--- config.mk ---
export PLATFORM = sky130hd
export DESIGN_NAME = double_ended_queue_unit
export DESIGN_NICKNAME = d
export VERILOG_FILES = /design/src/hw/rtl/deq_pkg.sv /design/src/hw/rtl/deq_ram.sv /design/src/hw/rtl/deq_ctrl.sv /design/src/hw/rtl/double_ended_queue_unit.sv
export SDC_FILE = /design/constraint.sdc
export NUM_CORES = 2
export LEC_CHECK = 0
export BUFFER_PORTS_ARGS = -buffer_cell sky130_fd_sc_hd__buf_2
export CAP_MARGIN = 20
export CORE_MARGIN = 8
export CORE_UTILIZATION = 60
export CTS_BUF_LIST = sky130_fd_sc_hd__clkbuf_16
export DETAILED_ROUTE_END_ITERATION = 6
export GPL_ROUTABILITY_DRIVEN = 0
export HOLD_SLACK_MARGIN = 0.12
export PLACE_DENSITY = 0.79
export SLEW_MARGIN = 20
export SYNTH_ARGS = -nofsm -noshare
export SYNTH_HDL_FRONTEND = slang
export SYNTH_SLANG_ARGS = --single-unit
--- constraint.sdc ---
create_clock -name aclk -period 5 [get_ports aclk]
set_clock_uncertainty 0.15 [all_clocks]
set_input_delay 0.75 -clock aclk [delete_from_list [all_inputs] [get_ports aclk]]
set_output_delay 0.75 -clock aclk [all_outputs]
set_load 0.05 [all_outputs]
--- src/hw/rtl/deq_pkg.sv ---
// ----------------------------------------------------------------------------
// deq_pkg
// Shared types, codes and defaults for the double-ended queue unit.
// ----------------------------------------------------------------------------
package deq_pkg;

    // Default sizes of the ring store.
    localparam int DEPTH_DEF      = 64;
    localparam int DATA_WIDTH_DEF = 32;

    // Fixed widths of the channel fields.
    localparam int CMD_W    = 3;
    localparam int VALUE_W  = 32;
    localparam int STATUS_W = 2;
    localparam int OCC_W    = 7;

    // Command codes.
    typedef enum logic [CMD_W-1:0] {
        CMD_PUSH_BACK  = 3'd0,
        CMD_PUSH_FRONT = 3'd1,
        CMD_POP_FRONT  = 3'd2,
        CMD_POP_BACK   = 3'd3,
        CMD_DISCARD    = 3'd4,
        CMD_CLEAR      = 3'd5
    } cmd_t;

    // Result status codes.
    typedef enum logic [STATUS_W-1:0] {
        STAT_OK        = 2'd0,
        STAT_EMPTY     = 2'd1,
        STAT_FULL      = 2'd2,
        STAT_NOT_FOUND = 2'd3
    } status_t;

    // Controller states.
    typedef enum logic [1:0] {
        S_IDLE = 2'd0,
        S_POP  = 2'd1,
        S_SCAN = 2'd2
    } state_t;

    // Port enables from the controller to the ring store.
    typedef struct packed {
        logic wr_en;
        logic rd_en;
    } mem_ctl_t;

endpackage

--- src/hw/rtl/deq_ram.sv ---
// ----------------------------------------------------------------------------
// deq_ram
// Ring store: one write port and one read port with registered read data.
// ----------------------------------------------------------------------------
module deq_ram #(
    parameter int DEPTH      = deq_pkg::DEPTH_DEF,
    parameter int DATA_WIDTH = deq_pkg::DATA_WIDTH_DEF,
    parameter int IW         = $clog2(DEPTH)
) (
    input  logic                  aclk,
    input  deq_pkg::mem_ctl_t     ctl,
    input  logic [IW-1:0]         waddr,
    input  logic [DATA_WIDTH-1:0] wdata,
    input  logic [IW-1:0]         raddr,
    output logic [DATA_WIDTH-1:0] rdata
);

    logic [DATA_WIDTH-1:0] mem [DEPTH];

    // Write port.
    always_ff @(posedge aclk) begin
        if (ctl.wr_en) begin
            mem[waddr] <= wdata;
        end
    end

    // Read port with registered read data.
    always_ff @(posedge aclk) begin
        if (ctl.rd_en) begin
            rdata <= mem[raddr];
        end
    end

endmodule

--- src/hw/rtl/deq_ctrl.sv ---
// ----------------------------------------------------------------------------
// deq_ctrl
// Command sequencer: keeps head, tail and count, drives the ring store and
// holds the result register.
// ----------------------------------------------------------------------------
module deq_ctrl #(
    parameter int DEPTH      = deq_pkg::DEPTH_DEF,
    parameter int DATA_WIDTH = deq_pkg::DATA_WIDTH_DEF,
    parameter int IW         = $clog2(DEPTH),
    parameter int CW         = $clog2(DEPTH + 1)
) (
    input  logic                                aclk,
    input  logic                                aresetn,
    input  logic                                s_valid,
    output logic                                s_ready,
    input  logic [deq_pkg::CMD_W-1:0]           s_cmd,
    input  logic signed [deq_pkg::VALUE_W-1:0]  s_value,
    output logic                                m_valid,
    input  logic                                m_ready,
    output logic signed [deq_pkg::VALUE_W-1:0]  m_popped_value,
    output logic [deq_pkg::STATUS_W-1:0]        m_status,
    output logic [deq_pkg::OCC_W-1:0]           m_occupancy,
    output deq_pkg::mem_ctl_t                   mem_ctl,
    output logic [IW-1:0]                       mem_waddr,
    output logic [DATA_WIDTH-1:0]               mem_wdata,
    output logic [IW-1:0]                       mem_raddr,
    input  logic [DATA_WIDTH-1:0]               mem_rdata
);

    localparam logic [IW-1:0] LAST_IDX = IW'(DEPTH - 1);
    localparam logic [CW-1:0] FULL_CNT = CW'(DEPTH);

    deq_pkg::state_t state_reg, state_next;
    logic [IW-1:0]   head_reg, head_next;
    logic [IW-1:0]   tail_reg, tail_next;
    logic [CW-1:0]   count_reg, count_next;
    logic [IW-1:0]   scan_reg, scan_next;
    logic [CW-1:0]   skip_reg, skip_next;
    logic [DATA_WIDTH-1:0] key_reg, key_next;

    logic                               m_valid_reg, m_valid_next;
    logic [deq_pkg::VALUE_W-1:0]        popped_reg, popped_next;
    deq_pkg::status_t                   status_reg, status_next;
    logic [deq_pkg::OCC_W-1:0]          occ_reg, occ_next;

    logic [DATA_WIDTH-1:0] in_data;
    logic                  is_full;
    logic                  queue_empty;

    function automatic logic [IW-1:0] ring_next(input logic [IW-1:0] i);
        return (i == LAST_IDX) ? '0 : i + 1'b1;
    endfunction

    function automatic logic [IW-1:0] ring_prev(input logic [IW-1:0] i);
        return (i == '0) ? LAST_IDX : i - 1'b1;
    endfunction

    // Entries keep the low bits of the zero-extended input value.
    assign in_data     = DATA_WIDTH'($unsigned(s_value));
    assign is_full     = (count_reg == FULL_CNT);
    assign queue_empty = (count_reg == '0);

    // Control and pointer registers.
    always_ff @(posedge aclk) begin
        if (!aresetn) begin
            state_reg   <= deq_pkg::S_IDLE;
            head_reg    <= '0;
            tail_reg    <= '0;
            count_reg   <= '0;
            m_valid_reg <= 1'b0;
        end else begin
            state_reg   <= state_next;
            head_reg    <= head_next;
            tail_reg    <= tail_next;
            count_reg   <= count_next;
            m_valid_reg <= m_valid_next;
        end
    end

    // Scan state and result payload.
    always_ff @(posedge aclk) begin
        scan_reg   <= scan_next;
        skip_reg   <= skip_next;
        key_reg    <= key_next;
        popped_reg <= popped_next;
        status_reg <= status_next;
        occ_reg    <= occ_next;
    end

    // Next state, store accesses and results.
    always_comb begin
        state_next   = state_reg;
        head_next    = head_reg;
        tail_next    = tail_reg;
        count_next   = count_reg;
        scan_next    = scan_reg;
        skip_next    = skip_reg;
        key_next     = key_reg;
        popped_next  = popped_reg;
        status_next  = status_reg;
        occ_next     = occ_reg;
        m_valid_next = m_valid_reg && !m_ready;
        s_ready      = 1'b0;
        mem_ctl      = '0;
        mem_waddr    = tail_reg;
        mem_wdata    = in_data;
        mem_raddr    = head_reg;

        case (state_reg)
            deq_pkg::S_IDLE: begin
                s_ready = !m_valid_reg || m_ready;
                if (s_valid && s_ready) begin
                    popped_next = '0;
                    status_next = deq_pkg::STAT_OK;
                    key_next    = in_data;
                    case (deq_pkg::cmd_t'(s_cmd))
                        deq_pkg::CMD_PUSH_BACK: begin
                            if (is_full) begin
                                status_next = deq_pkg::STAT_FULL;
                            end else begin
                                mem_ctl.wr_en = 1'b1;
                                mem_waddr     = tail_reg;
                                tail_next     = ring_next(tail_reg);
                                count_next    = count_reg + 1'b1;
                            end
                            occ_next     = deq_pkg::OCC_W'(count_next);
                            m_valid_next = 1'b1;
                        end
                        deq_pkg::CMD_PUSH_FRONT: begin
                            if (is_full) begin
                                status_next = deq_pkg::STAT_FULL;
                            end else begin
                                mem_ctl.wr_en = 1'b1;
                                mem_waddr     = ring_prev(head_reg);
                                head_next     = ring_prev(head_reg);
                                count_next    = count_reg + 1'b1;
                            end
                            occ_next     = deq_pkg::OCC_W'(count_next);
                            m_valid_next = 1'b1;
                        end
                        deq_pkg::CMD_POP_FRONT: begin
                            if (queue_empty) begin
                                status_next  = deq_pkg::STAT_EMPTY;
                                m_valid_next = 1'b1;
                            end else begin
                                mem_ctl.rd_en = 1'b1;
                                mem_raddr     = head_reg;
                                head_next     = ring_next(head_reg);
                                count_next    = count_reg - 1'b1;
                                state_next    = deq_pkg::S_POP;
                            end
                            occ_next = deq_pkg::OCC_W'(count_next);
                        end
                        deq_pkg::CMD_POP_BACK: begin
                            if (queue_empty) begin
                                status_next  = deq_pkg::STAT_EMPTY;
                                m_valid_next = 1'b1;
                            end else begin
                                mem_ctl.rd_en = 1'b1;
                                mem_raddr     = ring_prev(tail_reg);
                                tail_next     = ring_prev(tail_reg);
                                count_next    = count_reg - 1'b1;
                                state_next    = deq_pkg::S_POP;
                            end
                            occ_next = deq_pkg::OCC_W'(count_next);
                        end
                        deq_pkg::CMD_DISCARD: begin
                            if (queue_empty) begin
                                head_next    = tail_reg;
                                status_next  = deq_pkg::STAT_NOT_FOUND;
                                occ_next     = '0;
                                m_valid_next = 1'b1;
                            end else begin
                                // Start the scan at the front entry.
                                mem_ctl.rd_en = 1'b1;
                                mem_raddr     = head_reg;
                                scan_next     = head_reg;
                                skip_next     = '0;
                                state_next    = deq_pkg::S_SCAN;
                            end
                        end
                        deq_pkg::CMD_CLEAR: begin
                            head_next    = '0;
                            tail_next    = '0;
                            count_next   = '0;
                            occ_next     = '0;
                            m_valid_next = 1'b1;
                        end
                        default: begin
                            occ_next     = deq_pkg::OCC_W'(count_reg);
                            m_valid_next = 1'b1;
                        end
                    endcase
                end
            end

            deq_pkg::S_POP: begin
                // Read data arrives in the cycle after the pop was taken.
                popped_next  = deq_pkg::VALUE_W'(mem_rdata);
                m_valid_next = 1'b1;
                state_next   = deq_pkg::S_IDLE;
            end

            deq_pkg::S_SCAN: begin
                // Compare the entry read last cycle while reading the next one.
                if (mem_rdata == key_reg) begin
                    head_next    = scan_reg;
                    count_next   = count_reg - skip_reg;
                    status_next  = deq_pkg::STAT_OK;
                    occ_next     = deq_pkg::OCC_W'(count_next);
                    m_valid_next = 1'b1;
                    state_next   = deq_pkg::S_IDLE;
                end else if (skip_reg + 1'b1 == count_reg) begin
                    head_next    = tail_reg;
                    count_next   = '0;
                    status_next  = deq_pkg::STAT_NOT_FOUND;
                    occ_next     = '0;
                    m_valid_next = 1'b1;
                    state_next   = deq_pkg::S_IDLE;
                end else begin
                    mem_ctl.rd_en = 1'b1;
                    mem_raddr     = ring_next(scan_reg);
                    scan_next     = ring_next(scan_reg);
                    skip_next     = skip_reg + 1'b1;
                end
            end

            default: begin
                state_next = deq_pkg::S_IDLE;
            end
        endcase
    end

    assign m_valid        = m_valid_reg;
    assign m_popped_value = $signed(popped_reg);
    assign m_status       = status_reg;
    assign m_occupancy    = occ_reg;

endmodule

--- src/hw/rtl/double_ended_queue_unit.sv ---
// Push, clear and commands on an empty or full queue give their result in the
// cycle after the transfer; a pop waits in S_POP for its registered store read.
// A discard reads one entry per cycle through the store's read port: a match
// found k entries behind the front ends the scan and drops the entries before it.
// One push per cycle while results are taken; a pop or discard holds s_ready low.
// Reset clears head, tail, count and the result valid; the store is not cleared.
// ----------------------------------------------------------------------------
// double_ended_queue_unit
// Bounded double-ended queue held in a ring store, with push and pop at both
// ends, discard up to a key, and clear.
// ----------------------------------------------------------------------------
module double_ended_queue_unit #(
    parameter int DEPTH      = deq_pkg::DEPTH_DEF,
    parameter int DATA_WIDTH = deq_pkg::DATA_WIDTH_DEF
) (
    input  logic                                aclk,
    input  logic                                aresetn,
    input  logic                                s_valid,
    output logic                                s_ready,
    input  logic [deq_pkg::CMD_W-1:0]           s_cmd,
    input  logic signed [deq_pkg::VALUE_W-1:0]  s_value,
    output logic                                m_valid,
    input  logic                                m_ready,
    output logic signed [deq_pkg::VALUE_W-1:0]  m_popped_value,
    output logic [deq_pkg::STATUS_W-1:0]        m_status,
    output logic [deq_pkg::OCC_W-1:0]           m_occupancy
);

    localparam int IW = $clog2(DEPTH);
    localparam int CW = $clog2(DEPTH + 1);

    deq_pkg::mem_ctl_t     mem_ctl;
    logic [IW-1:0]         mem_waddr;
    logic [DATA_WIDTH-1:0] mem_wdata;
    logic [IW-1:0]         mem_raddr;
    logic [DATA_WIDTH-1:0] mem_rdata;

    // Command sequencer and result register.
    deq_ctrl #(
        .DEPTH      (DEPTH),
        .DATA_WIDTH (DATA_WIDTH),
        .IW         (IW),
        .CW         (CW)
    ) u_ctrl (
        .aclk           (aclk),
        .aresetn        (aresetn),
        .s_valid        (s_valid),
        .s_ready        (s_ready),
        .s_cmd          (s_cmd),
        .s_value        (s_value),
        .m_valid        (m_valid),
        .m_ready        (m_ready),
        .m_popped_value (m_popped_value),
        .m_status       (m_status),
        .m_occupancy    (m_occupancy),
        .mem_ctl        (mem_ctl),
        .mem_waddr      (mem_waddr),
        .mem_wdata      (mem_wdata),
        .mem_raddr      (mem_raddr),
        .mem_rdata      (mem_rdata)
    );

    // Ring store.
    deq_ram #(
        .DEPTH      (DEPTH),
        .DATA_WIDTH (DATA_WIDTH),
        .IW         (IW)
    ) u_ram (
        .aclk  (aclk),
        .ctl   (mem_ctl),
        .waddr (mem_waddr),
        .wdata (mem_wdata),
        .raddr (mem_raddr),
        .rdata (mem_rdata)
    );

endmodule

==> impl_metrics.tcl <==
set metrics [dict create \
    path_clk_slew_ps 80 \
    wl_met2_um 110000 \
    largest_reg_flops 2048 \
    synth_top_family_by_area "simple AND/OR/NAND/NOR gates" \
    synth_top_area_cell "edfxtp_1" \
    tritoncts "done" \
    synthTopCellsByArea "edfxtp_1, nand2_1, mux2i_1, a21oi_1, nand3_1" \
    synth-compound-area-share_pct 6.93 \
    via_per_inst 6.72 \
    worstSkewPairLatency_ps 820 \
    areaGrowthSynthToFinish_pct 13.7 \
    hold_violations 0 \
    synthArstFlopShare_pct 0 \
    route.vias.total 56144 \
    drcViolationCount 38 \
    p_leak_nw 32.9 \
    peakVddDrop_v 0.000396 \
    die_h_um 396 \
    synth_top_area_share_pct 74.9 \
    setup_violations 0 \
    whs_path_depth 1 \
    wl_um 242000 \
    syn_area_sq_um 86800 \
    nFillCells 8878 \
    crit_family "simple AND/OR/NAND/NOR gates" \
    synth_seq_cells 2188 \
    drt.antenna.violating_nets 0 \
    coreArea_sq_um 144000 \
    dr.pass1.iters 7 \
    worst_ep_arrival_time_ps 5390 \
    dieWidth_um 396 \
    io_pins 82 \
    final_nets 6340 \
    top_layer "met5" \
    worstMarginPinSlew_ps 1200 \
    multi_input_area_sq_um 20200 \
    dr_wl_met3_um 33000 \
    hpwl_um 135000 \
    clk_path_buf_depth 3 \
    synth_cell_type_count 70 \
    crit_top_cell "buf_4" \
    max_freq_mhz 202 \
    cpPeakStageDelay_ps 550 \
    grt_max_degree 88 \
    ys_warn_count 0 \
    avgRoutedWirePerCell_um 28.9 \
    setup_tns_ps 0 \
    r2r_cells 14 \
    grt_pass1_vias 54624 \
    synthAdderAreaFrac_pct 0.254 \
    yosysSeqAreaShare_pct 75.5 \
    initial_utilization_pct 60.4 \
    slowest_stage "edfxtp_1" \
    start_kind "register" \
    h-tree-depth 4 \
    track_usage_pct 30.0 \
    drive_above_1_share_pct 12.7 \
    worst-path-buf-inv 3 \
    crit_fanout 52 \
    fin_crit_sh_pct 99.1 \
    finalMaxSlewViolations 0 \
    clkSinkCount 2188 \
    fin_util_pct 68.7 \
    required_ps 5430 \
    synth-simple-area-share_pct 10.4 \
    final.min_clock_period_ps 4960 \
    synth_edf_count 2166 \
    dieArea_sq_um 157000 \
    drt-met1-wl_um 84300 \
    grt_setup_unrepaired "false" \
    cts_buffers 197 \
    power.density_nw_per_um2 412 \
    post_cts_buffers 0 \
    globalRouteOverflowTotal 0 \
    synthMuxAreaShare_pct 4.27 \
    rows 139 \
    seqCellArea_sq_um 65500 \
    syn_nets 6127 \
    end_kind "register" \
    crit_cells 14 \
    grt_pass1_wl_um 351000 \
    violations "DRC" \
    antenna_found_initial 8 \
    regMostFlops "u_ram.mem" \
    crit_chain "xor2_1 -> nor4_2 -> nand4_1 -> or2_2 -> nand3_1 -> a221oi_4 -> buf_4 -> nand3_4 -> buf_12 -> buf_4 -> o22ai_1 -> nor4_1 -> a22oi_1 -> mux2_2" \
    layout_commonest_cell "edfxtp_1" \
    status "finished, violations left" \
    drt_iter0_drc 8933 \
    critical_path_class "reg2reg" \
    synth-xor-area-share_pct 0.686 \
    postSynthCellCount 6071 \
    synthFlopType "edfxtp_1" \
    cap_violations 0 \
    min_path_type "in2reg" \
    port_buffers 81 \
    cts-root-buf "clkbuf_16" \
    slew_headroom_pct 20.2 \
    syn_area_per_cell_sq_um 14.3 \
    final_cell_mix "edfxtp_1, nand2_1, a21oi_1, mux2i_1, nand3_1" \
]
==> final timing paths <==
kind / slack, ps / from / endpoint
worst max register to register: 40 / u_ram.rdata[23] / u_ram.rdata[8]
worst max-delay path: 40 / u_ram.rdata[23] / u_ram.rdata[8]
worst min-delay path: 180 / s_value[15] / u_ram.mem[60][15]
worst min register to register: 490 / u_ctrl.head_reg[1] / u_ctrl.head_reg[1]
==> where the power goes <==
part | total (mW) | internal, mW | switching (mW)
clock | 14.8 | 8.27 | 6.51
combinational | 5.45 | 1.78 | 3.67
sequential | 20.5 | 20.3 | 0.121
==> repair_timing <==
| item | in CTS | in global routing |
|---|---|---|
| hold buffers | 0 | 0 |
| setup endpoints to repair | 6 | 23 |
| gates resized for setup | 5 | 9 |
==> cell usage after synthesis (16+ instances only) <==
cell type / number
o2111ai_1: 91
nor3_1: 21
and2_1: 42
a22oi_1: 127
a31oi_1: 69
nand4_1: 34
a211oi_1: 40
clkbuf_1: 208
ha_1: 16
buf_1: 40
edfxtp_1: 2166
and3_1: 47
o21ai_0: 33
nand2_1: 1338
a21oi_1: 367
xnor2_1: 24
nor2_1: 122
nand3_1: 307
mux2i_1: 331
xor2_1: 44
dfxtp_1: 22
o22ai_1: 125
mux2_2: 31
nor4_1: 132
buf_2: 132
inv_1: 23
==> worst register-to-register path: cells and delay by family, from the launching register on <==
family                 cells  cell delay [ps]
multiplexers               1              340
AO/OA/AOI/OAI              3              570
AND/OR/NAND/NOR            6             2050
buffers and inverters      3              840
XOR/XNOR                   1              230
flip-flops                 1              550
==> final cells by class <==
type,count,share of cell area [%]
multi-input cells,3469,20.5
clock buffers,203,5.15
repair buffers,405,4.23
well taps,1903,2.41
flip-flops and latches,2188,66.4
diodes,5,0.0127
inverters,23,0.0875
clock inverters,162,1.25
==> through the flow <==
step / total power [mW] / std cells / worst slack, ps / area, sq um / hold slack (ps)
after floorplan: 23.7 / 6071 / 156 / 86800 / 363
after global placement: 26.0 / 7987 / -7.25 / 92200 / 426
after detailed placement: 26.1 / 7987 / -140 / 92200 / 436
after CTS: 40.6 / 8352 / 53.5 / 98600 / 155
after global routing: 41.6 / 8353 / 26.1 / 98700 / 163
final: 40.7 / 8358 / 42.8 / 98700 / 180
==> routing by layer <==
layer	vias up	GRT usage (%)
met1	27332	39.5
met3	823	7.71
met2	4547	46.5
li1	23438	-
met4	4	15.5
met5	-	0
==> kinds of logic (layout without fill, tap and decap cells) <==
logic type	Yosys count	in the layout
simple gates	2084	2084
mux	364	364
xor+xnor	68	68
other cells	0	5
fa+ha+maj	17	17
buf+inv	414	793
flops	2188	2188
compound gates	936	936
Note: power is estimated with default switching activity, not from simulation.
